### src/rtl/point_segment_distance_core_macros.svh
// ----------------------------------------------------------------------------
// Assertion macros for the point segment distance core.
// Simulation gets concurrent assertions; synthesis gets empty bodies.
// ----------------------------------------------------------------------------
`ifndef POINT_SEGMENT_DISTANCE_CORE_MACROS_SVH
`define POINT_SEGMENT_DISTANCE_CORE_MACROS_SVH

`ifndef SYNTHESIS
// A property that must hold at every clock edge out of reset.
`define PSD_ASSERT(lbl, clk, rstn, prop) \
  lbl: assert property (@(posedge clk) disable iff (!rstn) (prop)) \
    else $error("assertion failed");
// A condition that must never occur.
`define PSD_ASSERT_NEVER(lbl, clk, rstn, cond) \
  lbl: assert property (@(posedge clk) disable iff (!rstn) !(cond)) \
    else $error("forbidden condition seen");
`else
`define PSD_ASSERT(lbl, clk, rstn, prop)
`define PSD_ASSERT_NEVER(lbl, clk, rstn, cond)
`endif

`endif

### src/rtl/psd_pkg.sv
// ----------------------------------------------------------------------------
// psd_pkg
// Types, widths and helpers shared by the point segment distance core.
// ----------------------------------------------------------------------------
package psd_pkg;

  // Width of the input coordinate fields.
  localparam int COORD_BITS = 16;
  // Working coordinate width after saturation.
  localparam int CW        = 16;
  localparam int DW        = CW + 1;
  localparam int DIVW      = 53;
  localparam int QW        = 17;
  localparam int DIV_CELLS = QW;
  localparam int SQW       = 51;
  localparam int SQ_CELLS  = 25;
  localparam int SQ_TOP    = 2 * (SQ_CELLS - 1);
  localparam int NW        = 24;
  localparam int DISTW     = 25;

  typedef enum logic [1:0] {
    CASE_DEGEN    = 2'd0,
    CASE_START    = 2'd1,
    CASE_END      = 2'd2,
    CASE_INTERIOR = 2'd3
  } case_e;

  typedef struct packed {
    logic signed [CW-1:0] sx;
    logic signed [CW-1:0] sy;
    logic signed [CW-1:0] px;
    logic signed [CW-1:0] py;
    logic signed [DW-1:0] dx;
    logic signed [DW-1:0] dy;
    case_e                code;
  } ctx_t;

  // Word that travels down the divider chain.
  typedef struct packed {
    logic [DIVW-1:0] rem;
    logic [DIVW-1:0] ds;
    logic [QW-1:0]   q;
    ctx_t            ctx;
  } div_t;

  typedef struct packed {
    logic signed [NW-1:0] nx;
    logic signed [NW-1:0] ny;
    case_e                code;
  } res_t;

  // Word that travels down the square root chain.
  typedef struct packed {
    logic [SQW-1:0] n;
    logic [SQW-1:0] root;
    logic [SQW-1:0] bitv;
    res_t           res;
  } sqr_t;

  // Clamp an input coordinate to the signed 16 bit range.
  function automatic logic signed [CW-1:0] sat_coord(input logic [COORD_BITS-1:0] raw);
    logic signed [32:0] w;
    w = 33'($signed(raw));
    if (w > 33'sd32767) begin
      w = 33'sd32767;
    end else if (w < -33'sd32768) begin
      w = -33'sd32768;
    end
    return w[CW-1:0];
  endfunction

endpackage

### src/rtl/psd_sqrt_cell.sv
// ----------------------------------------------------------------------------
// psd_sqrt_cell
// One digit step of the integer square root: one result bit per cell.
// ----------------------------------------------------------------------------
`include "point_segment_distance_core_macros.svh"

module psd_sqrt_cell (
  input  logic           clk_i,
  input  logic           rst_ni,
  input  logic           in_valid_i,
  output logic           in_ready_o,
  input  psd_pkg::sqr_t  in_word_i,
  output logic           out_valid_o,
  input  logic           out_ready_i,
  output psd_pkg::sqr_t  out_word_o
);

  logic                      valid_q;
  psd_pkg::sqr_t             word_q, word_d;
  logic [psd_pkg::SQW-1:0]   trial;
  logic                      ge;

  assign in_ready_o = !valid_q || out_ready_i;

  // Try root plus the current bit against the remaining radicand.
  always_comb begin
    trial       = in_word_i.root + in_word_i.bitv;
    ge          = in_word_i.n >= trial;
    word_d      = in_word_i;
    word_d.n    = ge ? (in_word_i.n - trial) : in_word_i.n;
    word_d.root = ge ? ((in_word_i.root >> 1) + in_word_i.bitv) : (in_word_i.root >> 1);
    word_d.bitv = in_word_i.bitv >> 2;
  end

  // Valid flag of this cell.
  always_ff @(posedge clk_i or negedge rst_ni) begin
    if (!rst_ni) begin
      valid_q <= 1'b0;
    end else if (in_ready_o) begin
      valid_q <= in_valid_i;
    end
  end

  // Payload register.
  always_ff @(posedge clk_i) begin
    if (in_ready_o) begin
      word_q <= word_d;
    end
  end

  assign out_valid_o = valid_q;
  assign out_word_o  = word_q;

  // The probe bit is a single power of four or already spent.
  `PSD_ASSERT_NEVER(a_bit_onehot, clk_i, rst_ni, valid_q && !$onehot0(word_q.bitv))

endmodule

### config.mk
export PLATFORM = sky130hd
export DESIGN_NAME = psd_sqrt_cell
export DESIGN_NICKNAME = d
export VERILOG_FILES = /design/src/rtl/psd_pkg.sv /design/src/rtl/psd_sqrt_cell.sv
export VERILOG_INCLUDE_DIRS = /design/src /design/src/rtl
export SDC_FILE = /design/constraint.sdc
export NUM_CORES = 1
export LEC_CHECK = 0
export ABC_CLOCK_PERIOD_IN_PS = 11880
export BUFFER_PORTS_ARGS = -buffer_cell sky130_fd_sc_hd__buf_2
export CAP_MARGIN = 15
export CORE_ASPECT_RATIO = 0.9
export CORE_MARGIN = 2
export CORE_UTILIZATION = 35
export DETAILED_ROUTE_END_ITERATION = 10
export GPL_TIMING_DRIVEN = 0
export HOLD_SLACK_MARGIN = 0.05
export MAX_ROUTING_LAYER = met4
export SYNTH_ARGS = -nofsm -noshare
export SYNTH_HDL_FRONTEND = slang
export SYNTH_SLANG_ARGS = --single-unit
### constraint.sdc
create_clock -name clk_i -period 11.88 [get_ports clk_i]
set_input_delay 0 -clock clk_i [delete_from_list [all_inputs] [get_ports clk_i]]
set_output_delay 0 -clock clk_i [all_outputs]
set_load 0.1 [all_outputs]
==> reports/qor.csv, run 1 <==
stage,metric,value,unit
status,status,completed,
timing,RSZ-0062 raised after global routing,false,
worst_setup_path,FF-to-FF End,out_word_o[134]$_DFFE_PP_,
timing,period utilization,55.3,%
placed_design,Port Buffers,409,
timing,Final Setup Violations,0,
worst_setup_path,"Req. time, crit path",12.17,ns
route,Antenna Violating Nets Remaining,0,
global_routing,initial antenna violation count,1,
worst_setup_path,WP data arrival,6.86,ns
finish,Syn-to-layout area delta,36.4,%
timing,f_max,0.152,GHz
clocking,clk_lat worst skew,0.55,ns
min_path,WHS Path Cells,4,
route,WL/cell,19.2,um
clocking,post-CTS sizing,0,
route,Detailed Route WL,56.4,mm
power_and_ir_drop,P_leak,0.00955,uW
floorplan,Initial Utilization,35.6,%
floorplan,Core Footprint,44500,sq um
finish,Final nets,2677,
synthesis,flop and latch count out of synthesis,202,
job,max_cap viols,0,
clocking,Clock Sinks,202,
worst_setup_path,number of cells on the critical path,28,
worst_setup_path,CP max stage cell,dlygate4sd3_1,
floorplan,Die X-Extent,228,um
global_routing,largest net degree at the start of global routing,60,
synthesis,"Top FF cell, synth",edfxtp_1,
worst_setup_path,Worst Reg2Reg Path Length in Cells,3,
timing,final worst slack,5.31,ns
clocking,CTS max path bufs,3,
synthesis,Yosys top cell area share,38.1,%
route,Detailed Route Iter0 Violations,898,
global_routing,number of global-route vias before repair,15100,
worst_setup_path,crit path kind,in -> reg,
route,drt via density,5.22,
floorplan,total die area,47000,sq um
synthesis,"EDFF count, synth",201,
worst_setup_path,Worst Setup EP,out_word_o[101]$_DFFE_PP_,
placed_design,"worst slack, placed",5.44,ns
synthesis,sequential fraction of the synthesis area,38.2,%
route,Vias,15300,
timing,Worst slew margin,46.5,%
power_and_ir_drop,Pwr Density,188,nW/um^2
global_routing,All-Layer GR Usage,23.7,%
route,Detailed Routing Iterations Pass 1,5,
finish,storage element area,6060,sq um
finish,share of cells above drive strength 1,22.6,%
synthesis,"area leader, netlist",edfxtp_1,
synthesis,Post-synth ARST share,0.495,%
timing,fin. max-slew vios,0,
finish,FILL cells,4207,
synthesis,"top cells by area, synth","edfxtp_1 (38%), ha_1 (12%), nand2_1 (5.0%)",
placed_design,GPL Wtd Cong,0.950,
timing,TNS Setup,0,ns
timing,final hold violations,0,
synthesis,distinct cell type count after synthesis,89,
synthesis,Cells after Synth,1672,
floorplan,IO Count,412,
global_routing,grt ovf,0,
synthesis,YS warnings,0,
min_path,Worst Hold Class,in -> reg,
timing,Slew @ Worst Pin,0.803,ns
floorplan,# rows,73,
worst_setup_path,critical-path maximum fanout,10,
worst_setup_path,R2R Setup Slk,9.93,ns
floorplan,die height,206,um
worst_setup_path,"Top cell by count, worst path",a21oi_1,
route,drc violations,0,
worst_setup_path,max incr delay on CP,0.55,ns
global_routing,first-pass GRT wire length,85.0,mm
finish,area of the multi-input gates,9290,sq um
clocking,"CTS clk-pin slew, worst paths",0.06,ns
worst_setup_path,family with the most delay on the worst path,compound AO/OA/AOI/OAI gates,
timing,Final Critical Period,6.57,ns
placed_design,dpl hpwl,43.1,mm
synthesis,Netlist Area Pre-Place,15900,sq um
power_and_ir_drop,Worst IR Drop VDD,0.000167,V
timing,clock skew,0.0242,ns
clocking,CTS buffer count,24,
synthesis,Mapped Avg Cell Area,9.48,sq um
worst_setup_path,CP startpoint,in_word_i[102],
clocking,CTS tree,built,
worst_setup_path,startpoint types,primary input,
worst_setup_path,Worst setup EP type,flip-flop,
clocking,root buffer cell,clkbuf_16,
worst_setup_path,Buf/Inv on CP,7,
clocking,Max H-tree Level,1,
worst_setup_path,r2r startpoint,out_valid_o$_DFFE_PN0P_,
power breakdown:
group	total, uW	internal, uW	switching [uW]
registers	994	959	34.9
clock network	767	463	305
logic	2310	566	1740
layer usage:
metal	vias to the layer above	track usage (%)	wire (um)
met5	-	-	0
met4	0	4.06	879
met3	48	2.36	2440
met2	478	37.9	25600
met1	7260	33.1	27400
li1	7548	-	-
worst min-delay path by stage:
stage | to | from
4_1_cts | out_word_o[102]$_DFFE_PP_ | in_word_i[51]
5_1_grt | out_word_o[43]$_DFFE_PP_ | in_word_i[43]
3_5_place_dp | out_valid_o$_DFFE_PN0P_ | rst_ni
2_1_floorplan | out_valid_o$_DFFE_PN0P_ | rst_ni
3_3_place_gp | out_valid_o$_DFFE_PN0P_ | rst_ni
6_report | out_word_o[102]$_DFFE_PP_ | in_word_i[51]
metrics by stage:
step / hold slack (ns) / std cells / power [uW] / area [sq um] / utilization [%]
3_5_place_dp: -0.222 / 2685 / 3240 / 18700 / 42.1
6_report: 0.163 / 2935 / 4070 / 21600 / 48.6
4_1_cts: 0.114 / 2934 / 4080 / 21600 / 48.6
5_1_grt: 0.161 / 2935 / 4260 / 21600 / 48.6
3_3_place_gp: -0.225 / 2682 / 3240 / 18700 / 41.9
2_1_floorplan: -0.296 / 1673 / 2780 / 15900 / -
cell usage after synthesis, drive strengths merged (7+ instances only):
cell type  instances
edfxtp           201
mux2               7
nand2b            22
nor2b             16
and3              12
nor3              18
clkbuf            49
a21oi            162
o31ai             11
nand2            214
o21bai            27
inv               43
o211ai            14
xnor2             74
a211oi            20
a21o              95
xor2              68
o31a               8
nand3             18
nand4             34
o21a              11
o21ai            178
buf               26
nor2              75
ha               151
a31o               7
a31oi             21
repair_timing:
action,CTS,global route
hold endpoints to repair,203,0
setup buffers,0,0
setup endpoints to repair,0,0
hold buffers,205,0
layout by cell type, fill, tap and decap left out, drive strengths merged, types with 4 or more instances in the layout:
| cell type | count |
|---|---|
| buf | 438 |
| and2 | 5 |
| o31a | 8 |
| inv | 43 |
| a31o | 7 |
| or3 | 5 |
| clkbuf | 82 |
| o22ai | 5 |
| a31oi | 21 |
| o21bai | 27 |
| a311oi | 5 |
| clkinv | 7 |
| a21o | 95 |
| xnor2 | 74 |
| nor3 | 18 |
| a221oi | 6 |
| nand2b | 22 |
| nor2 | 75 |
| and3 | 12 |
| nor2b | 16 |
| o21a | 11 |
| a21boi | 5 |
| ha | 151 |
| nand3 | 18 |
| nor4 | 6 |
| nand4 | 34 |
| a211oi | 20 |
| o21ai | 178 |
| a21oi | 162 |
| mux2 | 7 |
| dlygate4sd3 | 205 |
| o41ai | 5 |
| o211ai | 14 |
| o31ai | 11 |
| or2 | 4 |
| edfxtp | 201 |
| and4 | 4 |
| nand2 | 214 |
| xor2 | 68 |
state kept, by name, indices dropped and copies added (netlist names):
name and cells:
out_valid_o 1, out_word_o 201
layout make-up:
cell class,count,area share (%)
clock inverters,11,0.677
clock buffers,33,3.12
flip-flops and latches,202,28.0
well taps,600,3.47
plain buffers,75,1.65
diodes,1,0.0116
repair buffers,617,19.3
multi-input cells,1353,42.9
inverters,43,0.747
tightest hold or removal path, stage by stage:
cell	delay [ns]
buf_2	0.13
inv_1	0.13
fa_1	0.18
o21ai_1	0.09
cell families (layout without fill, tap and decap cells):
kind of cell	Yosys count	count (layout)	share of synthesized area, %
AOI/OAI and AO/OA	606	606	24.6
other	1	3	0.0237
xor gates and xnor gates	142	142	7.85
adders and majority gates	154	154	12.3
buffers and inverters	118	779	3.27
muxes	10	10	0.829
DFF	202	202	38.2
and+or+nand+nor	439	439	12.9
Power figures use the tool's default switching activity.
==> run 2, diff against run 1 <==
--- a/config.mk
+++ b/config.mk
@@ -6,7 +6,8 @@
 export SDC_FILE = /design/constraint.sdc
 export NUM_CORES = 1
 export LEC_CHECK = 0
-export ABC_CLOCK_PERIOD_IN_PS = 11880
+export ABC_AREA = 1
+export ABC_CLOCK_PERIOD_IN_PS = 5520
 export BUFFER_PORTS_ARGS = -buffer_cell sky130_fd_sc_hd__buf_2
 export CAP_MARGIN = 15
 export CORE_ASPECT_RATIO = 0.9
==> constraint.sdc (replaced) <==
create_clock -name clk_i -period 5.52 [get_ports clk_i]
set_input_delay 0 -clock clk_i [delete_from_list [all_inputs] [get_ports clk_i]]
set_output_delay 0 -clock clk_i [all_outputs]
set_load 0.1 [all_outputs]
==> run 2 against run 1 <==
Die area is 26% higher. Register-to-register slack worse by 6.4 ns. Flip-flop and latch count stayed put. Largest power group unchanged. Global-route usage is 4.2 points higher. Via count is 43% higher. Largest cell class unchanged. Final area is 20% higher.
==> reports/qor.csv, run 2 <==
stage,metric,value,unit,change
timing,clock skew,0.0133,ns,was 0.0242 ns
timing,RSZ-0062 raised after global routing,false,,unchanged
synthesis,"Top FF cell, synth",edfxtp_1,,unchanged
floorplan,Initial Utilization,35.2,%,was 35.6%
synthesis,sequential fraction of the synthesis area,30.3,%,was 38.2%
timing,f_max,0.187,GHz,
global_routing,grt ovf,0,,unchanged
finish,"most common cell after layout, fill and taps aside",nand2_1,,was buf_2
finish,Antenna diodes,0,,was 1
worst_setup_path,"Top cell by count, worst path",nand2_1,,was a21oi_1
clocking,CTS buffer count,25,,was 24
timing,period utilization,96.6,%,
worst_setup_path,WP data arrival,5.64,ns,was 6.86 ns
clocking,Max H-tree Level,1,,unchanged
global_routing,largest net degree at the start of global routing,103,,was 60
timing,Final Critical Period,5.33,ns,
job,max_cap viols,0,,unchanged
placed_design,GPL Wtd Cong,0.960,,was 0.950
route,Detailed Route WL,82.5,mm,was 56.4 mm
timing,TNS Setup,0,ns,unchanged
timing,final hold violations,0,,unchanged
clocking,root buffer cell,clkbuf_16,,unchanged
route,drt via density,4.85,,was 5.22
floorplan,IO Count,412,,unchanged
power_and_ir_drop,Worst IR Drop VDD,0.000263,V,was 0.000167 V
synthesis,Cells after Synth,3092,,"was 1,672"
synthesis,YS warnings,0,,unchanged
synthesis,Post-synth ARST share,0.495,%,unchanged
timing,Final Setup Violations,0,,unchanged
synthesis,"EDFF count, synth",201,,unchanged
clocking,post-CTS sizing,0,,unchanged
status,status,completed,,unchanged
placed_design,Port Buffers,409,,unchanged
route,drc violations,0,,unchanged
worst_setup_path,startpoint types,primary input,,unchanged
finish,Final nets,4095,,"was 2,677"
finish,Syn-to-layout area delta,29.3,%,was 36.4%
clocking,Clock Sinks,202,,unchanged
finish,"commonest non-fill, non-tap cells in the layout","nand2_1 (1,101), inv_1 (595), buf_2 (412)",,"was buf_2 (421), nand2_1 (213), dlygate4sd3_1 (205)"
synthesis,"top cells by area, synth","edfxtp_1 (30%), nand2_1 (21%), inv_1 (11%)",,"was edfxtp_1 (38%), ha_1 (12%), nand2_1 (5.0%)"
finish,share of cells above drive strength 1,13.4,%,was 22.6%
global_routing,initial antenna violation count,1,,unchanged
worst_setup_path,Worst setup EP type,flip-flop,,unchanged
power_and_ir_drop,total power draw,8750,uW,was 4070 uW
route,WL/cell,18.3,um,was 19.2 um
floorplan,Core Footprint,56800,sq um,"was 44,500 sq um"
synthesis,Netlist Area Pre-Place,20000,sq um,"was 15,900 sq um"
timing,Slew @ Worst Pin,0.826,ns,was 0.803 ns
placed_design,dpl hpwl,68.9,mm,was 43.1 mm
floorplan,# rows,83,,was 73
worst_setup_path,crit path kind,in -> reg,,unchanged
worst_setup_path,family with the most delay on the worst path,compound AO/OA/AOI/OAI gates,,unchanged
timing,fin. max-slew vios,0,,unchanged
route,Detailed Routing Iterations Pass 1,5,,unchanged
min_path,Worst Hold Class,in -> reg,,unchanged
power_and_ir_drop,Pwr Density,338,nW/um^2,was 188 nW/um^2
clocking,buffer count from post-CTS setup fixing,0,,unchanged
route,Detailed Route Iter0 Violations,1412,,was 898
worst_setup_path,Buf/Inv on CP,6,,was 7
route,Antenna Violating Nets Remaining,0,,unchanged
global_routing,number of global-route vias before repair,21100,,"was 15,100"
synthesis,Yosys top cell area share,30.2,%,was 38.1%
global_routing,All-Layer GR Usage,27.9,%,was 23.7%
clocking,CTS max path bufs,3,,unchanged
clocking,clk_lat worst skew,0.56,ns,was 0.55 ns
synthesis,distinct cell type count after synthesis,42,,was 89
worst_setup_path,CP max stage cell,a21boi_0,,was dlygate4sd3_1
route,Vias,21900,,"was 15,300"
synthesis,most frequent cells after synthesis,"nand2_1 (1,102), inv_1 (595), nor2_1 (269), edfxtp_1 (201), ha_1 (151)",,"was nand2_1 (213), edfxtp_1 (201), a21oi_1 (158), ha_1 (151), o21ai_1 (108)"
clocking,CTS tree,built,,unchanged
finish,flip-flop count of the largest register after layout,201,,unchanged
synthesis,"area leader, netlist",edfxtp_1,,unchanged
synthesis,Mapped Avg Cell Area,6.47,sq um,was 9.48 sq um
timing,Worst slew margin,44.9,%,was 46.5%
power_and_ir_drop,P_leak,0.0136,uW,was 0.00955 uW
finish,FILL cells,6082,,"was 4,207"
floorplan,die height,231,um,was 206 um
global_routing,first-pass GRT wire length,121,mm,was 85.0 mm
worst_setup_path,crit path cell chain,dlygate4sd3_1 -> buf_2 -> ha_1 -> a21oi_1 -> nand2_1 -> a21boi_0 -> o21ai_0 -> a21oi_1 -> xor2_1 -> ha_1 -> nand2_1 -> inv_1 -> nand2_1 -> nand2_1 -> nand2_1 -> nand2_1 -> clkinv_1 -> nand2_1 -> a21oi_4 -> nand3_4 -> buf_6 -> buf_6 -> nand3_1 -> nand2_1,,
synthesis,cell with the most instances after synthesis,nand2_1,,unchanged
worst_setup_path,"Req. time, crit path",5.83,ns,was 12.17 ns
worst_setup_path,critical-path maximum fanout,10,,unchanged
floorplan,total die area,59100,sq um,"was 47,000 sq um"
floorplan,Die X-Extent,256,um,was 228 um
clocking,"CTS clk-pin slew, worst paths",0.06,ns,about the same
synthesis,flop and latch count out of synthesis,202,,unchanged
worst_setup_path,max incr delay on CP,0.60,ns,was 0.55 ns
[run 2: cell count changes after synthesis, moves of 16 or more]
| cell | delta |
|---|---|
| nand2_1 | +889 |
| inv_1 | +552 |
| nor2_1 | +195 |
| nand3_1 | +127 |
| a21o_1 | -88 |
| o21ai_1 | -55 |
| xnor2_1 | -55 |
| nand4_1 | +50 |
| clkbuf_1 | -38 |
| nand3b_1 | +37 |
| nand2b_1 | -22 |
| inv_2 | +20 |
| a31oi_1 | -19 |
| a211oi_1 | -16 |
[run 2: path summary, 6_finish.rpt]
path / startpoint / endpoint / slack, ns / cells past startpoint
worst max-delay path: in_word_i[103] / out_word_o[128]$_DFFE_PP_ / 0.19 / 24
worst min-delay path: in_word_i[101] / out_word_o[152]$_DFFE_PP_ / 0.14 / 6
worst max register to register: out_valid_o$_DFFE_PN0P_ / out_word_o[107]$_DFFE_PP_ / 3.48 / 2
worst min register to register: out_valid_o$_DFFE_PN0P_ / out_valid_o$_DFFE_PN0P_ / 1.25 / 2
max in group asynchronous: rst_ni / out_valid_o$_DFFE_PN0P_ / 5.14 / 3
min in group asynchronous: rst_ni / out_valid_o$_DFFE_PN0P_ / 0.28 / 3
[run 2: layout make-up]
class	instances	area, sq um	share of cell area [%]
multi-input cells	2243	11400	44.2
flip-flops and latches	202	6060	23.4
repair buffers	614	4120	15.9
inverters	617	2320	8.95
well taps	765	957	3.70
clock buffers	34	679	2.62
plain buffers	31	229	0.885
clock inverters	12	95.1	0.367
[run 2: power breakdown]
group / leakage (uW) / internal [uW] / switching (uW)
clock: 0.000381 / 910 / 673
sequential: 0.00205 / 2030 / 59.8
combinational: 0.0112 / 1160 / 3920
[run 2: logic make-up (layout without fill, tap and decap cells)]
kind of cell	after synthesis	after routing	share of synthesized area, %
adders and majority gates	154	154	9.74
and+or+nand+nor	1701	1701	35.3
other	1	2	0.0187
xor gates and xnor gates	88	88	3.85
DFF	202	202	30.3
buffers and inverters	648	1308	12.7
AOI/OAI and AO/OA	298	298	8.05
[run 2: through the flow]
stage | cell area [sq um] | setup slack [ns] | std cells | hold WS, ns | utilization, %
3_5_place_dp | 23100 | 0.286 | 4268 | -0.214 | 40.6
6_report | 25900 | 0.186 | 4518 | 0.144 | 45.6
4_1_cts | 25900 | 0.338 | 4518 | 0.108 | 45.6
3_3_place_gp | 23000 | 0.262 | 4267 | -0.225 | 40.5
5_1_grt | 25900 | 0.000238 | 4518 | 0.122 | 45.6
2_1_floorplan | 20000 | 1.10 | 3093 | -0.296 | -
[run 2: tightest hold or removal path, cell delays in order]
cell and delay (ns):
buf_2 0.08, ha_1 0.12, ha_1 0.17, inv_1 0.05, nand2_1 0.05, o21ai_1 0.06
[run 2: per-layer routing]
layer	share of wire (%)	track usage, %	vias to the layer above
met5	0	-	-
met4	3.0	7.99	0
met3	5.4	2.50	124
met2	47	46.9	686
met1	44	35.7	10000
li1	-	-	11100
[run 2: what timing repair did]
action / CTS / global route
hold buffers: 204 / 0
setup endpoints to repair: 0 / 0
endpoints found under the hold margin: 203 / 0
==> run 3, diff against run 2 <==
--- a/config.mk
+++ b/config.mk
@@ -6,7 +6,7 @@
 export SDC_FILE = /design/constraint.sdc
 export NUM_CORES = 1
 export LEC_CHECK = 0
-export ABC_AREA = 1
+export ABC_AREA = 0
 export ABC_CLOCK_PERIOD_IN_PS = 5520
 export BUFFER_PORTS_ARGS = -buffer_cell sky130_fd_sc_hd__buf_2
 export CAP_MARGIN = 15
==> run 3 against run 2 <==
Combinational power decreased by 2%. Sequential power increased by 2%. Total power increased by 0.29%. Setup slack improved by 0.076 ns. Hold slack got worse by 0.021 ns. Core utilization increased by 3.2 points. Maximum frequency increased by 1.5%. Global-route usage decreased by 4.0 points. Sequential share of layout area increased by 4.5 points. Via count decreased by 29%. First-iteration DRC count decreased by 22%. Largest power group unchanged.
==> reports/qor.csv, run 3 (synthesis results as in run 1) <==
stage,metric,value,unit,change
clocking,"CTS clk-pin slew, worst paths",0.06,ns,about the same
finish,Final nets,2676,,"was 4,095"
global_routing,GR Layer Usage met1,33.8,%,was 35.7%
timing,Worst slew margin,53.6,%,was 44.9%
route,Detailed Routing Iterations Pass 1,6,,was 5
floorplan,Core Footprint,44500,sq um,"was 56,800 sq um"
worst_setup_path,Worst setup EP type,flip-flop,,unchanged
worst_setup_path,critical-path maximum fanout,10,,unchanged
min_path,HP Start,in_word_i[52],,was in_word_i[101]
global_routing,initial antenna violation count,0,,was 1
timing,fin. max-slew vios,0,,unchanged
timing,final worst slack,0.263,ns,was 0.186 ns
floorplan,Die X-Extent,228,um,was 256 um
status,status,completed,,unchanged
min_path,Worst Hold Class,in -> reg,,unchanged
worst_setup_path,WP data arrival,5.60,ns,was 5.64 ns
placed_design,placed cells,2685,,"was 4,268"
clocking,CTS tree,built,,unchanged
timing,final hold violations,0,,unchanged
global_routing,All-Layer GR Usage,23.9,%,was 27.9%
clocking,clk_lat worst skew,0.56,ns,about the same
finish,Syn-to-layout area delta,36.8,%,was 29.3%
route,drt via density,5.28,,was 4.85
clocking,Clock Sinks,202,,unchanged
timing,TNS Setup,0,ns,unchanged
worst_setup_path,Worst Reg2Reg Path Length in Cells,3,,was 2
clocking,CTS buffer count,25,,unchanged
job,max_cap viols,0,,unchanged
placed_design,dpl hpwl,43.5,mm,was 68.9 mm
global_routing,grt ovf,0,,unchanged
route,Vias,15500,,"was 21,900"
worst_setup_path,r2r startpoint,out_valid_o$_DFFE_PN0P_,,unchanged
timing,period utilization,95.2,%,was 96.6%
clocking,CTS max path bufs,3,,unchanged
route,Antenna Violating Nets Remaining,0,,unchanged
route,Detailed Route WL,56.9,mm,was 82.5 mm
worst_setup_path,crit path kind,in -> reg,,unchanged
global_routing,first-pass GRT wire length,85.7,mm,was 121 mm
power_and_ir_drop,Worst IR Drop VDD,0.000306,V,was 0.000263 V
floorplan,die height,206,um,was 231 um
route,drc violations,0,,unchanged
finish,Antenna diodes,0,,unchanged
floorplan,IO Count,412,,unchanged
timing,Slew @ Worst Pin,0.690,ns,was 0.826 ns
worst_setup_path,"Req. time, crit path",5.87,ns,was 5.83 ns
global_routing,M3 GR Usage,2.51,%,was 2.50%
clocking,root buffer cell,clkbuf_16,,unchanged
global_routing,Top Usage Layer GRT,met2,,unchanged
global_routing,largest net degree at the start of global routing,60,,was 103
min_path,WHS Path Cells,4,,was 6
finish,share of cells above drive strength 1,23.2,%,was 13.4%
finish,flip-flop count of the largest register after layout,201,,unchanged
route,WL/cell,19.4,um,was 18.3 um
placed_design,"worst slack, placed",-0.892,ns,was 0.286 ns
finish,Util after Layout,48.8,%,was 45.6%
timing,Final Critical Period,5.26,ns,was 5.33 ns
route,Detailed Route Iter0 Violations,1096,,"was 1,412"
timing,Final Setup Violations,0,,unchanged
floorplan,Initial Utilization,35.6,%,was 35.2%
power_and_ir_drop,P_leak,0.00957,uW,was 0.0136 uW
placed_design,GPL Wtd Cong,0.945,,was 0.960
finish,fin cells,2933,,"was 4,518"
finish,"most common cell after layout, fill and taps aside",buf_2,,was nand2_1
timing,clock skew,0.0132,ns,was 0.0133 ns
timing,f_max,0.190,GHz,was 0.187 GHz
global_routing,number of global-route vias before repair,15000,,"was 21,100"
power_and_ir_drop,Pwr Density,405,nW/um^2,was 338 nW/um^2
worst_setup_path,startpoint types,primary input,,unchanged
worst_setup_path,FF-to-FF End,out_word_o[150]$_DFFE_PP_,,was out_word_o[107]$_DFFE_PP_
placed_design,Port Buffers,409,,unchanged
floorplan,# rows,73,,was 83
floorplan,total die area,47000,sq um,"was 59,100 sq um"
clocking,Max H-tree Level,1,,unchanged
worst_setup_path,R2R Setup Slk,3.54,ns,was 3.48 ns
finish,"commonest non-fill, non-tap cells in the layout","buf_2 (420), nand2_1 (213), dlygate4sd3_1 (205)",,"was nand2_1 (1,101), inv_1 (595), buf_2 (412)"
global_routing,GR met2 Demand/Resource,36.9,%,was 46.9%
min_path,Hold Path Sink,out_word_o[103]$_DFFE_PP_,,was out_word_o[152]$_DFFE_PP_
==> run 3: worst max path at each step <==
stage	cells past startpoint	to	slack (ns)	from
finish	27	out_word_o[192]$_DFFE_PP_	0.26	in_word_i[51]
global route	28	out_word_o[192]$_DFFE_PP_	-0.01	in_word_i[63]
CTS	29	out_word_o[170]$_DFFE_PP_	0.06	in_word_i[50]
detailed placement	27	out_word_o[104]$_DFFE_PP_	-0.89	in_word_i[50]
global placement	27	out_word_o[105]$_DFFE_PP_	-0.88	in_word_i[50]
floorplan	26	out_word_o[101]$_DFFE_PP_	0.87	in_word_i[50]
==> run 3: layer usage <==
layer / routed length (um) / vias up
met1: 27700 / 7299
met4: 1350 / 0
li1: - / 7577
met5: 0 / -
met2: 25200 / 526
met3: 2680 / 86
==> run 3: stage by stage <==
step | area [sq um] | hold WS (ns) | total power [uW]
after detailed placement | 18700 | -0.223 | 6970
after global routing | 21700 | 0.106 | 9190
after floorplan | 15900 | -0.296 | 5970
final | 21700 | 0.123 | 8780
after global placement | 18700 | -0.225 | 6970
after CTS | 21600 | 0.0522 | 8780
==> run 3: timing repair <==
| item | CTS | global route |
|---|---|---|
| endpoints found under the setup margin | 46 | 101 |
| hold buffers | 205 | 0 |
| endpoints found under the hold margin | 203 | 0 |
| gates cloned | 0 | 0 |
| resized for setup | 5 | 20 |
| buffers inserted | 1 | 0 |
| pin swaps | 0 | 2 |
==> run 3: area by class of cell <==
class / instances / area, sq um
Clock inverter: 16 / 159
Buffer: 72 / 359
Multi-Input combinational cell: 1353 / 9370
Inverter: 43 / 161
Tap cell: 600 / 751
Clock buffer: 29 / 641
Timing Repair Buffer: 618 / 4190
Fill cell: 4097 / 22800
Sequential cell: 202 / 6060
==> run 3: report_power, final <==
group / leakage [uW] / switching [uW] / internal (uW) / total [uW]
Clock: 0.000391 / 675 / 967 / 1640
Combinational: 0.00713 / 3770 / 1230 / 5000
Sequential: 0.00205 / 71.3 / 2060 / 2140
==> run 3: critical path: stages <==
cell and delay [ns]:
buf_2 0.13, ha_1 0.32, a211oi_2 0.31, o21ai_1 0.22
a221oi_4 0.46, o21ai_2 0.16, a221o_1 0.40, a21oi_2 0.24
o21ai_1 0.10, a21oi_2 0.18, o21ai_1 0.09, xnor2_1 0.33
ha_1 0.30, clkbuf_1 0.19, nand2_1 0.15, nor2_1 0.06
nand2_1 0.14, nor4b_1 0.08, a41oi_1 0.23, nand2_1 0.10
a31oi_2 0.21, nor2b_4 0.25, buf_6 0.23, buf_8 0.23
buf_4 0.22, nand2_1 0.07, o21ai_1 0.16
