===== src/rtl/point_segment_distance_core_macros.svh =====
// ----------------------------------------------------------------------------
// Assertion macros for the point segment distance core.
// Simulation gets concurrent assertions; synthesis gets empty bodies.
// ----------------------------------------------------------------------------
`ifndef POINT_SEGMENT_DISTANCE_CORE_MACROS_SVH
`define POINT_SEGMENT_DISTANCE_CORE_MACROS_SVH

`ifndef SYNTHESIS
// A property that must hold at every clock edge out of reset.
`define PSD_ASSERT(lbl, clk, rstn, prop) \
  lbl: assert property (@(posedge clk) disable iff (!rstn) (prop)) \
    else $error("assertion failed");
// A condition that must never occur.
`define PSD_ASSERT_NEVER(lbl, clk, rstn, cond) \
  lbl: assert property (@(posedge clk) disable iff (!rstn) !(cond)) \
    else $error("forbidden condition seen");
`else
`define PSD_ASSERT(lbl, clk, rstn, prop)
`define PSD_ASSERT_NEVER(lbl, clk, rstn, cond)
`endif

`endif


===== src/rtl/psd_pkg.sv =====
// ----------------------------------------------------------------------------
// psd_pkg
// Types, widths and helpers shared by the point segment distance core.
// ----------------------------------------------------------------------------
package psd_pkg;

  // Width of the input coordinate fields.
  localparam int COORD_BITS = 16;
  // Working coordinate width after saturation.
  localparam int CW        = 16;
  localparam int DW        = CW + 1;
  localparam int DIVW      = 53;
  localparam int QW        = 17;
  localparam int DIV_CELLS = QW;
  localparam int SQW       = 51;
  localparam int SQ_CELLS  = 25;
  localparam int SQ_TOP    = 2 * (SQ_CELLS - 1);
  localparam int NW        = 24;
  localparam int DISTW     = 25;

  typedef enum logic [1:0] {
    CASE_DEGEN    = 2'd0,
    CASE_START    = 2'd1,
    CASE_END      = 2'd2,
    CASE_INTERIOR = 2'd3
  } case_e;

  typedef struct packed {
    logic signed [CW-1:0] sx;
    logic signed [CW-1:0] sy;
    logic signed [CW-1:0] px;
    logic signed [CW-1:0] py;
    logic signed [DW-1:0] dx;
    logic signed [DW-1:0] dy;
    case_e                code;
  } ctx_t;

  // Word that travels down the divider chain.
  typedef struct packed {
    logic [DIVW-1:0] rem;
    logic [DIVW-1:0] ds;
    logic [QW-1:0]   q;
    ctx_t            ctx;
  } div_t;

  typedef struct packed {
    logic signed [NW-1:0] nx;
    logic signed [NW-1:0] ny;
    case_e                code;
  } res_t;

  // Word that travels down the square root chain.
  typedef struct packed {
    logic [SQW-1:0] n;
    logic [SQW-1:0] root;
    logic [SQW-1:0] bitv;
    res_t           res;
  } sqr_t;

  // Clamp an input coordinate to the signed 16 bit range.
  function automatic logic signed [CW-1:0] sat_coord(input logic [COORD_BITS-1:0] raw);
    logic signed [32:0] w;
    w = 33'($signed(raw));
    if (w > 33'sd32767) begin
      w = 33'sd32767;
    end else if (w < -33'sd32768) begin
      w = -33'sd32768;
    end
    return w[CW-1:0];
  endfunction

endpackage


===== src/rtl/psd_div_cell.sv =====
// ----------------------------------------------------------------------------
// psd_div_cell
// One restoring division step: yields one quotient bit per cell.
// ----------------------------------------------------------------------------
`include "point_segment_distance_core_macros.svh"

module psd_div_cell (
  input  logic           clk_i,
  input  logic           rst_ni,
  input  logic           in_valid_i,
  output logic           in_ready_o,
  input  psd_pkg::div_t  in_word_i,
  output logic           out_valid_o,
  input  logic           out_ready_i,
  output psd_pkg::div_t  out_word_o
);

  logic          valid_q;
  psd_pkg::div_t word_q, word_d;
  logic          ge;

  assign in_ready_o = !valid_q || out_ready_i;

  // Compare against the shifted divisor and subtract when it fits.
  always_comb begin
    ge          = in_word_i.rem >= in_word_i.ds;
    word_d      = in_word_i;
    word_d.rem  = ge ? (in_word_i.rem - in_word_i.ds) : in_word_i.rem;
    word_d.ds   = in_word_i.ds >> 1;
    word_d.q    = {in_word_i.q[psd_pkg::QW-2:0], ge};
  end

  // Valid flag of this cell.
  always_ff @(posedge clk_i or negedge rst_ni) begin
    if (!rst_ni) begin
      valid_q <= 1'b0;
    end else if (in_ready_o) begin
      valid_q <= in_valid_i;
    end
  end

  // Payload register.
  always_ff @(posedge clk_i) begin
    if (in_ready_o) begin
      word_q <= word_d;
    end
  end

  assign out_valid_o = valid_q;
  assign out_word_o  = word_q;

  // The partial remainder always stays below twice the divisor step.
  `PSD_ASSERT(a_rem_bound, clk_i, rst_ni, in_valid_i |-> (in_word_i.rem < {in_word_i.ds, 1'b0}))

endmodule


===== config.mk =====
export PLATFORM = sky130hd
export DESIGN_NAME = psd_div_cell
export DESIGN_NICKNAME = d
export VERILOG_FILES = /design/src/rtl/psd_pkg.sv /design/src/rtl/psd_div_cell.sv
export VERILOG_INCLUDE_DIRS = /design/src /design/src/rtl
export SDC_FILE = /design/constraint.sdc
export NUM_CORES = 1
export LEC_CHECK = 0
export ABC_CLOCK_PERIOD_IN_PS = 7800
export BUFFER_PORTS_ARGS = -buffer_cell sky130_fd_sc_hd__buf_4
export CAP_MARGIN = 0
export CORE_AREA = 2 2 178 180
export CTS_BUF_LIST = sky130_fd_sc_hd__clkbuf_16
export DETAILED_ROUTE_END_ITERATION = 7
export DIE_AREA = 0 0 180 182
export MAX_ROUTING_LAYER = met4
export PLACE_DENSITY = 0.66
export SYNTH_ARGS = -nofsm -noshare
export SYNTH_HDL_FRONTEND = slang
export SYNTH_SLANG_ARGS = --single-unit
export TNS_END_PERCENT = 20

===== constraint.sdc =====
create_clock -name clk_i -period 7.8 [get_ports clk_i]
set_input_delay 0.78 -clock clk_i [delete_from_list [all_inputs] [get_ports clk_i]]
set_output_delay 0.78 -clock clk_i [all_outputs]
set_load 0.03 [all_outputs]

==> impl_summary.log, run 1 <==
INFO  metric library_cell_occupying_the_most_area_in_the_post_synthesis_netlist = edfxtp_1
INFO  metric maxClockFrequency = a little under 300 MHz
INFO  metric root_buffer = clkbuf_16
INFO  metric postLayoutCoreUtil = between 50% and 60%
INFO  metric synth_cell_types = slightly above 70
INFO  metric power.combinational.fraction = 26.6%
INFO  metric reg2reg_setup_slack = about 5.6 ns
INFO  metric post_synth.cell_area_avg = roughly 13 um^2
INFO  metric reg2regPathDepth = 2
INFO  metric cp.required = 8.07 ns
INFO  metric finalWeightedCongestion = 0.8528
INFO  metric clock_tree.buffer_depth = 3
INFO  metric finalClockSkew = roughly 0.013 ns
INFO  metric p_sw_share = a little under a third
INFO  metric pwr_density_cell = between 200 and 250 nW/um^2
INFO  metric end_kind = flop
INFO  metric final_period_minus_worst_setup_slack = between 3 and 4 ns
INFO  metric met3RoutedLength = roughly 2500 um
INFO  metric slew-limit-headroom = between 30% and 40%
INFO  metric min_from = in_word_i[17]
INFO  metric netlist_instances = about 830
INFO  metric synth_fp_nets = about 1100
INFO  metric post_layout_instance_count_excluding_filler_cells = approximately 1700
INFO  metric fillerInstances = 2753
INFO  metric worstHoldPathType = in -> reg
INFO  metric power_leakage = roughly 7.0 nW
INFO  metric cts.clk_slew.worst_paths = about 0.060 ns
INFO  metric share_of_post_route_cells_with_drive_strength_above_1 = a little over two fifths
INFO  metric crit-reg2reg-capture = out_word_o[3]$_DFFE_PP_
INFO  metric holdWs = between 0.4 and 0.5 ns
INFO  metric synthArstFlopShare = less than 1%
INFO  metric cp.arrival = around 3.7 ns
INFO  metric worstMarginPinSlew = 0.9988 ns
INFO  metric setup_viol = 0
INFO  metric clock_latency = 0.53 ns
INFO  metric mappedNetlistArea = between 10000 and 15000 um^2
INFO  metric post-route-drc-count = 0
INFO  metric crit_type = in -> reg
INFO  metric die-width = approximately 180 um
INFO  metric ios = roughly 450
INFO  metric setup_tns = 0 ns
INFO  metric synthMostInstantiatedCell = edfxtp_1
INFO  metric grt_first_pass_wirelength = 50230 um
INFO  metric area_of_the_multi_input_gates = about 3900 um^2
INFO  metric hold_viol = 0
INFO  metric io_buffers = 449
INFO  metric postRouteAntennaNets = 0
INFO  metric kind_of_start_point_of_the_critical_path = primary input
INFO  metric fraction_of_post_synthesis_cell_area_in_the_top_cell_type_by_area = ~60%
INFO  metric drt-pass1-iter-count = 5
INFO  metric p_int = ~0.0025 W
INFO  metric number_of_antenna_violations_at_the_first_check_in_global_routing = 5
INFO  metric design.final.nets = approximately 1600
INFO  metric rr_startpoint = out_valid_o$_DFFE_PN0P_
INFO  metric maxUsedRoutingLayer = met4
INFO  metric grt_start_max_net_pins = between 80 and 90
INFO  metric final_max_slew_viol_count = 0
INFO  metric post_synth_main_area_contributors = edfxtp_1 60%, mux2_4 6.5%, ha_1 6.0%
INFO  metric cts_tree = built
INFO  metric detail_route.iter0.violations = 518
INFO  metric yosys_warnings = 0
INFO  metric routed_wire_length_per_instance = between 20 and 25 um
INFO  metric wirelength_met1 = roughly 14000 um
INFO  metric timing.critical_path.from = in_word_i[120]
INFO  metric die-area = 32760 um^2
INFO  metric post_cts.repair.setup_buffers = 0
INFO  metric post-dp-hpwl = about 27000 um
INFO  metric power = roughly 0.0035 W
INFO  metric numCtsBuffers = 26
INFO  metric area_delta_synth_final = 40.27%
INFO  metric inst_count_dp = about 1700
INFO  metric grt.total_usage = 20.50%
INFO  metric unrepaired_setup_endpoints_after_global_routing = false
INFO  metric status = finished, final reports clean
INFO  metric seq_power_share = 41.9%
INFO  metric floorplan.core_area = approximately 31000 um^2
INFO  metric dieHeight = 182 um
INFO  metric crit_path_max_fanout = between 50 and 60
INFO  metric cts.sinks = ~220
INFO  metric switching_power_of_the_nets = around 0.0011 W
INFO  metric yosysSeqAreaShare = between 60% and 70%
INFO  metric row_count = 65
INFO  metric power.clock.fraction = 31.5%
INFO  metric ys_top_cells_by_count = 222 x edfxtp_1, 72 x inv_1, 64 x a21oi_1
INFO  metric finalWirelength = ~34000 um
INFO  metric main_synth_ff_type = edfxtp_1
INFO  metric max_cap_viol_count = 0
INFO  metric met2_wirelength = ~17000 um
INFO  metric final.period_utilization = between 40% and 50%
INFO  metric synth.ff_latch_count = 223
INFO  metric htree_num_levels = 1
INFO  metric worst_setup_path_endpoint = out_word_o[205]$_DFFE_PP_
INFO  metric sequential_cell_area = about 6700 um^2
INFO  metric detail_route.vias_per_cell = slightly below 5
INFO  metric num_vias = around 8400
INFO  metric initial_core_util = between 30% and 40%
INFO  metric synth-edff-count = 222
INFO  metric grt_remaining_overflow = 0
INFO  metric vias_in_the_first_global_route = 8296
INFO  metric vdd_drop_max = around 0.14 mV
-- worst min-delay path by stage --
stage	to	slack, ns	depth (start not counted)
after floorplan	out_valid_o$_DFFE_PN0P_	0.48	0
after global placement	out_valid_o$_DFFE_PN0P_	0.56	1
after detailed placement	out_valid_o$_DFFE_PN0P_	0.56	1
after CTS	out_word_o[91]$_DFFE_PP_	0.40	1
after global routing	out_word_o[3]$_DFFE_PP_	0.40	1
final	out_word_o[17]$_DFFE_PP_	0.43	1
-- cells by family (layout without fill, tap and decap cells) --
logic type	after synthesis	count (layout)	share of synthesized area [%]
XOR/XNOR	47	47	3.699
flip-flops	223	223	60.14
AND/OR/NAND/NOR	166	166	7.230
other	1	6	0.03370
adder cells (fa/ha/maj)	54	54	6.140
multiplexers	52	52	6.859
AO/OA/AOI/OAI	187	187	11.41
buffers and inverters	98	572	4.487
-- flip-flops by register name (all words and copies together), names as in the netlist --
signal,flops
out_word_o,222
out_valid_o,1
-- worst max-delay path, stage by stage --
cell and delay (ns):
buf_4 0.08, inv_1 0.03, ha_1 0.38, a211o_1 0.17, o21ai_2 0.07, a211o_1 0.32
a21oi_1 0.29, o2111ai_2 0.18, nand3_2 0.23, a21oi_2 0.10, o21a_4 0.26, inv_8 0.37
mux2_4 0.35
-- metrics by stage --
stage | worst slack, ns | instance area (um^2)
global route | 4.132 | 15610
floorplan | 0.6933 | 11130
CTS | 4.326 | 15600
detailed placement | 3.786 | 14810
global placement | 3.771 | 14810
finish | 4.344 | 15610
-- layout by cell type, fill, tap and decap left out, drive strengths merged, types with 4 or more instances in the layout --
cell / n
nand4: 21
mux2: 50
o21ai: 34
diode: 5
nand3: 13
nand2: 51
a21oi: 70
inv: 83
nor3: 9
xor2: 22
o21bai: 8
nor2: 42
edfxtp: 222
and3: 4
nand2b: 6
o31ai: 5
o211ai: 5
clkinv: 7
a31oi: 7
ha: 53
a211oi: 4
or2: 5
a211o: 4
xnor2: 25
a21o: 24
clkbuf: 27
buf: 452
-- repair_timing --
action | CTS | global route
hold endpoints to repair | 1 | 0
resized for setup | 0 | 0
hold buffers | 1 | 0
-- per-layer routing --
layer	track usage (%)	up-vias
li1	-	4019
met1	24.18	4049
met2	34.93	324
met3	4.934	46
met4	5.919	0
met5	-	-
-- layout make-up --
class / count / share of cell area, %
flip-flops and latches: 223 / 42.87
inverters: 73 / 1.804
multi-input cells: 507 / 25.27
diodes: 5 / 0.08017
repair buffers: 453 / 21.81
clock inverters: 19 / 0.6173
clock buffers: 27 / 4.329
well taps: 402 / 3.223
-- power by group through the flow --
stage               logic [W]  registers, W  clock network (W)
global route          0.00100       0.00149            0.00119
CTS                  0.000951       0.00149            0.00115
global placement     0.000940       0.00151                  0
finish               0.000942       0.00148            0.00112
floorplan            0.000377       0.00175                  0
detailed placement   0.000948       0.00151                  0
(Power assumes the default switching activity.)
==> run 2, diff against run 1 <==
Settings changed: ABC_AREA from default to 1, ABC_CLOCK_PERIOD_IN_PS 7800 to 3300, CORE_AREA 2 2 178 180 to 2 2 174 176, DIE_AREA 0 0 180 182 to 0 0 176 178, PLACE_DENSITY 0.66 to 0.73.
Clock period 7.8 ns to 3.3 ns, I/O delays scaled along.
==> run 2 against run 1 <==
  * Synthesized area rose by 12%
  * Via count rose by 45%
  * Non-clock buffer count increased by 181
  * Synthesized cell count rose by 78%
  * First-iteration DRC count grew 92%
  * Critical path depth is 2 higher
  * Critical path type unchanged
  * Critical endpoint is now out_word_o[188]$_DFFE_PP_
==> impl_summary.log, run 2 <==
INFO  metric status = finished, final reports clean (unchanged)
INFO  metric row_count = 63 (was 65)
INFO  metric pwr_density_cell = 486.6 nW/um^2 (was 227.0 nW/um^2)
INFO  metric p_sw_share = 31.42% (was 30.28%)
INFO  metric cpMaxStageDelayCell = dlygate4sd3_1 (was ha_1)
INFO  metric seq_power_share = 38.2% (was 41.9%)
INFO  metric clock_tree.buffer_depth = 3 (unchanged)
INFO  metric kind_of_start_point_of_the_critical_path = primary input (unchanged)
INFO  metric routed_wire_length_per_instance = 19.54 um (was 20.12 um)
INFO  metric max_cap_viol_count = 0 (unchanged)
INFO  metric synth-edff-count = 222 (unchanged)
INFO  metric drt-pass1-iter-count = 5 (unchanged)
INFO  metric library_cell_occupying_the_most_area_in_the_post_synthesis_netlist = edfxtp_1 (unchanged)
INFO  metric numCtsBuffers = 25 (was 26)
INFO  metric num_vias = 12261 (was 8438)
INFO  metric yosys_warnings = 0 (unchanged)
INFO  metric unrepaired_setup_endpoints_after_global_routing = false (unchanged)
INFO  metric cts_tree = built (unchanged)
INFO  metric critical_path.max_stage_delay = 0.56 ns (was 0.38 ns)
INFO  metric mappedNetlistArea = 12470 um^2 (was 11130 um^2)
INFO  metric cp.required = 3.58 ns (was 8.07 ns)
INFO  metric grt_remaining_overflow = 0 (unchanged)
INFO  metric postRouteAntennaNets = 0 (unchanged)
INFO  metric synth.ff_latch_count = 223 (unchanged)
INFO  metric die-area = 31330 um^2 (was 32760 um^2)
INFO  metric holdWs = 0.09982 ns (was 0.4253 ns)
INFO  metric design.final.nets = 2404 (was 1565)
INFO  metric post-dp-hpwl = 37220 um (was 27010 um)
INFO  metric main_synth_ff_type = edfxtp_1 (unchanged)
INFO  metric fraction_of_post_synthesis_cell_area_in_the_top_cell_type_by_area = 53.48% (was 59.91%)
INFO  metric worstMarginPinSlew = 0.8345 ns (was 0.9988 ns)
INFO  metric finalWirelength = 49610 um (was 34380 um)
INFO  metric switching_power_of_the_nets = 0.002910 W (was 0.001073 W)
INFO  metric final_period_minus_worst_setup_slack = between 2 and 3 ns
INFO  metric placed_area = 16390 um^2 (was 14810 um^2)
INFO  metric root_buffer = clkbuf_16 (unchanged)
INFO  metric cp_num_buf_inv = 6 (was 3)
INFO  metric vdd_drop_max = 0.5814 mV (was 0.1398 mV)
INFO  metric hold_viol = 0 (unchanged)
INFO  metric grt_first_pass_wirelength = 71480 um (was 50230 um)
INFO  metric delay_heaviest_family_cp = buffers and inverters (was compound AO/OA/AOI/OAI gates)
INFO  metric end_kind = flop (unchanged)
INFO  metric p_int = 0.006352 W (was 0.002470 W)
INFO  metric ys_top_cells_by_count = 527 x nand2_1, 338 x inv_1, 222 x edfxtp_1 (was 222 x edfxtp_1, 72 x inv_1, 64 x a21oi_1)
INFO  metric post-route-drc-count = 0 (unchanged)
INFO  metric finalClockSkew = 0.02208 ns (was 0.01344 ns)
INFO  metric finalWeightedCongestion = 0.9509 (was 0.8528)
INFO  metric cts.sinks = 223 (unchanged)
INFO  metric fillerInstances = 2386 (was 2753)
INFO  metric most_common_cell_after_layout_fill_and_taps_aside = nand2_1 (was buf_4)
INFO  metric synth_fp_nets = 1758 (was 1109)
INFO  metric detail_route.vias_per_cell = 4.829 (was 4.937)
INFO  metric synthMostInstantiatedCell = nand2_1 (was edfxtp_1)
INFO  metric floorplan.core_area = 29400 um^2 (was 30990 um^2)
INFO  metric netlist_instances = 1477 (was 828)
INFO  metric synthArstFlopShare = 0.4484% (unchanged)
INFO  metric number_of_antenna_violations_at_the_first_check_in_global_routing = 7 (was 5)
INFO  metric setup_tns = 0 ns (unchanged)
INFO  metric final_max_slew_viol_count = 0 (unchanged)
INFO  metric crit_type = in -> reg (unchanged)
INFO  metric post_synth_main_area_contributors = edfxtp_1 53%, nand2_1 16%, inv_1 10% (was edfxtp_1 60%, mux2_4 6.5%, ha_1 6.0%)
INFO  metric post_synth.cell_area_avg = 8.440 um^2 (was 13.44 um^2)
INFO  metric share_of_post_route_cells_with_drive_strength_above_1 = 24.18% (was 43.70%)
INFO  metric grt.total_usage = 31.79% (was 20.50%)
INFO  metric io_buffers = 449 (unchanged)
INFO  metric clock_latency = 0.56 ns (was 0.53 ns)
INFO  metric highest_count_cells_in_the_layout_ignoring_fill_and_taps = 526 x nand2_1, 460 x buf_4, 340 x inv_1 (was 452 x buf_4, 222 x edfxtp_1, 80 x inv_1)
INFO  metric cts.clk_slew.worst_paths = 0.06 ns (about the same)
INFO  metric worstHoldPathType = in -> async (was in -> reg)
INFO  metric crit_chain = dlygate4sd3_1 -> buf_4 -> inv_1 -> ha_1 -> nand2_1 -> nor2_2 -> inv_2 -> nor2_2 -> nand2_1 -> nor2_4 -> nand4_4 -> nand3_4 -> buf_12 -> buf_12 -> o21ai_1 (was buf_4 -> inv_1 -> ha_1 -> a211o_1 -> o21ai_2 -> a211o_1 -> a21oi_1 -> o2111ai_2 -> nand3_2 -> a21oi_2 -> o21a_4 -> inv_8 -> mux2_4)
INFO  metric ios = 452 (unchanged)
INFO  metric power_leakage = 9.710 nW (was 7.003 nW)
INFO  metric power.combinational.fraction = 27.7% (was 26.6%)
INFO  metric synth_cell_types = 33 (was 72)
INFO  metric postLayoutCoreUtil = 64.73% (was 50.37%)
INFO  metric setup_viol = 0 (unchanged)
INFO  metric crit_path_max_fanout = 37 (was 52)
INFO  metric die-width = 176 um (was 180 um)
INFO  metric maxClockFrequency = around 350 MHz
INFO  metric slew-limit-headroom = 44.36% (was 33.42%)
INFO  metric largest_register_ff_count = 222 (unchanged)
INFO  metric power.clock.fraction = 34.1% (was 31.5%)
INFO  metric vias_in_the_first_global_route = 12218 (was 8296)
INFO  metric grt_start_max_net_pins = 99 (was 81)
INFO  metric htree_num_levels = 1 (unchanged)
INFO  metric detail_route.iter0.violations = 994 (was 518)
INFO  metric dieHeight = 178 um (was 182 um)
INFO  metric area_delta_synth_final = 52.67% (was 40.27%)
INFO  metric stdcell_area = 19030 um^2 (was 15610 um^2)
INFO  metric cp.arrival = 3.12 ns (was 3.73 ns)
INFO  metric final.period_utilization = 86.03%
INFO  metric yosysSeqAreaShare = 53.68% (was 60.14%)
INFO  metric initial_core_util = 42.40% (was 35.91%)
==> run 2: cell count changes after synthesis, moves of 24 or more <==
cell,before,now
nand3_1,12,62
nand2_1,51,527
nor2_1,42,93
a21oi_1,64,29
o21ai_1,2,28
inv_1,72,338
xnor2_1,25,1
mux2_4,48,0
==> run 2: kinds of logic (layout without fill, tap and decap cells) <==
| logic type | after synthesis | count (layout) | synth area share (%) |
|---|---|---|---|
| AO/OA/AOI/OAI | 66 | 66 | 2.820 |
| XOR/XNOR | 28 | 28 | 1.967 |
| adder cells (fa/ha/maj) | 54 | 54 | 5.480 |
| buffers and inverters | 357 | 1022 | 11.20 |
| flip-flops | 223 | 223 | 53.68 |
| other | 1 | 8 | 0.03008 |
| AND/OR/NAND/NOR | 748 | 748 | 24.82 |
==> run 2: path summary, 6_finish.rpt <==
path                                    startpoint                   endpoint  slack [ns]  cells after the start
max                                 in_word_i[149]  out_word_o[188]$_DFFE_PP_        0.46                     15
min                                         rst_ni    out_valid_o$_DFFE_PN0P_         0.1                      2
max reg2reg                out_valid_o$_DFFE_PN0P_   out_word_o[50]$_DFFE_PP_        1.44                      2
min reg2reg                out_valid_o$_DFFE_PN0P_   out_word_o[51]$_DFFE_PP_        1.23                      1
max in group asynchronous                   rst_ni    out_valid_o$_DFFE_PN0P_        3.11                      2
min in group clk_i                  in_word_i[185]  out_word_o[185]$_DFFE_PP_        0.10                      3
==> run 2: routing by layer <==
layer	vias to the layer above	wire, um	global-route usage [%]
met5	-	0	-
met1	5717	19950	37.75
li1	5929	-	-
met4	0	2423	13.64
met2	508	23590	52.84
met3	107	3644	6.500
==> run 2: power groups by stage <==
stage / registers (W) / clock network, W / logic (W)
final: 0.00354 / 0.00315 / 0.00257
after global routing: 0.00356 / 0.00329 / 0.00275
after CTS: 0.00353 / 0.00319 / 0.00254
after detailed placement: 0.00358 / 0 / 0.00235
after global placement: 0.00358 / 0 / 0.00233
after floorplan: 0.00412 / 0 / 0.000835
==> run 2: cell type report <==
| cell class | instances | area, um^2 | share of cell area, % |
|---|---|---|---|
| tap | 390 | 488.0 | 2.564 |
| antenna | 7 | 17.52 | 0.09204 |
| clock inverter | 21 | 296.5 | 1.558 |
| sequential | 223 | 6691 | 35.16 |
| inverter | 342 | 1284 | 6.745 |
| multi-input combinational | 897 | 4394 | 23.09 |
| timing repair buffer | 634 | 5235 | 27.51 |
| clock buffer | 25 | 625.6 | 3.287 |
==> run 2: worst reg2reg max path: cells and delay by family, from the launching register on <==
family | cells | cell delay, ns
AND/OR/NAND/NOR | 1 | 0.57
buffers and inverters | 1 | 0.51
flip-flops | 1 | 0.44
==> run 2: through the flow <==
step           instances  worst slack (ns)  total power [W]
3_5_place_dp        2316            0.5549         0.005939
4_1_cts             2532            0.5438         0.009261
3_3_place_gp        2316            0.5968         0.005912
6_report            2539            0.4611         0.009261
5_1_grt             2538            0.2628         0.009597
2_1_floorplan       1477            0.7526         0.004952
==> run 2: timing repair <==
item	in CTS	in global routing
buffers inserted	0	0
hold buffers	170	0
endpoints found under the hold margin	170	0
resized for setup	0	0
==> run 3, diff against run 2 <==
--- a/constraint.sdc
+++ b/constraint.sdc
@@ -3,2 +3,2 @@
 set_output_delay 0.33 -clock clk_i [all_outputs]
-set_load 0.03 [all_outputs]
+set_load 0.01 [all_outputs]
==> run 3 against run 2 <==
  * Maximum frequency increased by 0.99%
  * Routed wire length rose by 0.62%
  * First-iteration DRC count is 7.0% lower
  * Power decreased by 9.5%
  * Global-route usage barely moved
  * Sequential power barely moved
  * Clock power is 15% lower
  * Cell count shrank 0.24%
  * Sequential share of layout area rose by 0.35 points
  * Design area fell by 0.97%
  * Sequential cell count is the same
  * Utilization is 0.63 points lower
  * Critical endpoint is now out_word_o[221]$_DFFE_PP_
  * Largest cell class unchanged
  * Highest routed layer unchanged
==> impl_summary.log, run 3 (same netlist as run 2, synthesis figures left out) <==
INFO  metric status = finished, final reports clean (unchanged)
INFO  metric reg2regPathDepth = 2 (unchanged)
INFO  metric ios = 452 (unchanged)
INFO  metric grt_remaining_overflow = 0 (unchanged)
INFO  metric final.period_utilization = 85.18% (was 86.03%)
INFO  metric floorplan.core_area = 29400 um^2 (unchanged)
INFO  metric htree_num_levels = 1 (unchanged)
INFO  metric setup_viol = 0 (unchanged)
INFO  metric detail_route.iter0.violations = 924 (was 994)
INFO  metric max_cap_viol_count = 0 (unchanged)
INFO  metric setup_tns = 0 ns (unchanged)
INFO  metric dieHeight = 178 um (unchanged)
INFO  metric number_of_antenna_violations_at_the_first_check_in_global_routing = 4 (was 7)
INFO  metric crit-reg2reg-capture = out_word_o[208]$_DFFE_PP_ (was out_word_o[50]$_DFFE_PP_)
INFO  metric cp.arrival = 3.08 ns (was 3.12 ns)
INFO  metric postRouteAntennaNets = 0 (unchanged)
INFO  metric initial_core_util = 42.40% (unchanged)
INFO  metric area_delta_synth_final = 51.19% (was 52.67%)
INFO  metric post-route-drc-count = 0 (unchanged)
INFO  metric most_common_cell_after_layout_fill_and_taps_aside = nand2_1 (unchanged)
INFO  metric hold_viol = 0 (unchanged)
INFO  metric grt_start_max_net_pins = 102 (was 99)
INFO  metric pwr_density_cell = 444.7 nW/um^2 (was 486.6 nW/um^2)
INFO  metric vdd_drop_max = 0.3656 mV (was 0.5814 mV)
INFO  metric finalWeightedCongestion = 0.9864 (was 0.9509)
INFO  metric slew-limit-headroom = 43.76% (was 44.36%)
INFO  metric timing.critical_path.from = in_word_i[135] (was in_word_i[149])
INFO  metric cts.clk_slew.worst_paths = 0.06 ns (about the same)
INFO  metric kind_of_start_point_of_the_critical_path = primary input (unchanged)
INFO  metric cts_tree = built (unchanged)
INFO  metric power_leakage = 9.638 nW (was 9.710 nW)
INFO  metric final_max_slew_viol_count = 0 (unchanged)
INFO  metric row_count = 63 (unchanged)
INFO  metric die-area = 31330 um^2 (unchanged)
INFO  metric inst_count_dp = 2317 (was 2316)
INFO  metric largest_register_ff_count = 222 (unchanged)
INFO  metric fillerInstances = 2469 (was 2386)
INFO  metric grt.total_usage = 31.81% (was 31.79%)
INFO  metric num_vias = 12288 (was 12261)
INFO  metric die-width = 176 um (unchanged)
INFO  metric clock_latency = 0.53 ns (was 0.56 ns)
INFO  metric final_period_minus_worst_setup_slack = 2.811 ns (was 2.839 ns)
INFO  metric io_buffers = 449 (unchanged)
INFO  metric share_of_post_route_cells_with_drive_strength_above_1 = 23.98% (was 24.18%)
INFO  metric worstHoldPathType = in -> reg (was in -> async)
INFO  metric finalWirelength = 49920 um (was 49610 um)
INFO  metric routed_wire_length_per_instance = 19.71 um (was 19.54 um)
INFO  metric reg2reg_setup_slack = 1.44 ns (about the same)
INFO  metric detail_route.vias_per_cell = 4.851 (was 4.829)
INFO  metric numCtsBuffers = 25 (unchanged)
INFO  metric drt-pass1-iter-count = 5 (unchanged)
INFO  metric finalClockSkew = 0.009761 ns (was 0.02208 ns)
INFO  metric highest_count_cells_in_the_layout_ignoring_fill_and_taps = 526 x nand2_1, 462 x buf_4, 344 x inv_1 (was 526 x nand2_1, 460 x buf_4, 340 x inv_1)
INFO  metric vias_in_the_first_global_route = 12205 (was 12218)
INFO  metric sequential_cell_area = 6691 um^2 (unchanged)
INFO  metric cts.sinks = 223 (unchanged)
INFO  metric crit_type = in -> reg (unchanged)
INFO  metric crit_path_max_fanout = 4 (was 37)
INFO  metric rr_startpoint = out_valid_o$_DFFE_PN0P_ (unchanged)
INFO  metric area_of_the_multi_input_gates = 4394 um^2 (unchanged)
INFO  metric post_layout_instance_count_excluding_filler_cells = 2533 (was 2539)
INFO  metric root_buffer = clkbuf_16 (unchanged)
INFO  metric worst_setup_path_endpoint = out_word_o[221]$_DFFE_PP_ (was out_word_o[188]$_DFFE_PP_)
INFO  metric design.final.nets = 2403 (was 2404)
INFO  metric post-dp-hpwl = 37600 um (was 37220 um)
INFO  metric post_cts.repair.setup_buffers = 0 (unchanged)
INFO  metric grt_first_pass_wirelength = 71920 um (was 71480 um)
INFO  metric clock_tree.buffer_depth = 3 (unchanged)
INFO  metric end_kind = flop (unchanged)
INFO  metric worstMarginPinSlew = 0.8435 ns (was 0.8345 ns)
INFO  metric cp.required = 3.57 ns (was 3.58 ns)
INFO  metric unrepaired_setup_endpoints_after_global_routing = false (unchanged)
INFO  metric maxClockFrequency = 355.7 MHz (was 352.3 MHz)
run 3: changes by cell type in the layout (fill, tap and decap cells not counted), moves of 2 or more:
cell,before,now
bufinv_16,7,2
dlygate4sd3_1,170,168
buf_4,460,462
inv_1,340,344
diode_2,7,4
run 3: power by group:
part	switching (W)	leakage, nW	internal [W]
logic	0.00121	7.00	0.000952
clock network	0.00115	0.391	0.00153
registers	0.0000926	2.25	0.00344
total	0.00246	9.64	0.00592
run 3: stage by stage:
step | setup WS (ns) | hold WS, ns | total power (W) | util (%) | cell area, um^2
2_1_floorplan | 0.9066 | 0.03441 | 0.004557 | - | 12470
4_1_cts | 0.5786 | 0.005504 | 0.008372 | 64.07 | 18840
3_3_place_gp | 0.5946 | 0.1197 | 0.005514 | 55.73 | 16390
3_5_place_dp | 0.5894 | 0.1202 | 0.005539 | 55.73 | 16390
5_1_grt | 0.3878 | 0.01409 | 0.008723 | 64.09 | 18840
6_report | 0.4890 | 0.02648 | 0.008382 | 64.10 | 18850
run 3: area by class of cell:
type                    instances  area share, %
well taps                     390          2.589
repair buffers                633          27.64
multi-input cells             897          23.32
inverters                     342          6.811
flip-flops and latches        223          35.50
clock inverters                19         0.7635
clock buffers                  25          3.319
diodes                          4        0.05311
run 3: worst min-delay path by stage:
stage	startpoint	endpoint	slack [ns]	cells past startpoint
2_1_floorplan	rst_ni	out_valid_o$_DFFE_PN0P_	0.03	0
3_3_place_gp	rst_ni	out_valid_o$_DFFE_PN0P_	0.12	1
3_5_place_dp	rst_ni	out_valid_o$_DFFE_PN0P_	0.12	1
4_1_cts	in_valid_i	out_valid_o$_DFFE_PN0P_	0.006	3
5_1_grt	in_word_i[118]	out_word_o[117]$_DFFE_PP_	0.01	1
6_report	in_valid_i	out_valid_o$_DFFE_PN0P_	0.03	3
run 3: critical path, cell delays in order:
cell,delay [ns]
dlygate4sd3_1,0.54
buf_4,0.12
inv_1,0.04
ha_1,0.33
nand2_1,0.09
inv_1,0.08
nand2_1,0.10
nor2_1,0.42
nand4_1,0.15
nand3_1,0.43
nand2_1,0.15
nand3_1,0.10
nand2_1,0.05
nand3_1,0.09
nand2_1,0.07
run 3: layer usage:
layer | GRT usage [%] | routed length, um | vias to the layer above
met4 | 12.22 | 2299 | 0
met1 | 38.62 | 20540 | 5713
met5 | - | 0 | -
met3 | 6.053 | 3496 | 114
met2 | 52.89 | 23590 | 540
li1 | - | - | 5921
run 3: what timing repair did:
| item | 4_1_cts | 5_1_grt |
|---|---|---|
| hold buffers | 168 | 0 |
| endpoints found under the hold margin | 168 | 0 |
| gates resized for setup | 0 | 0 |
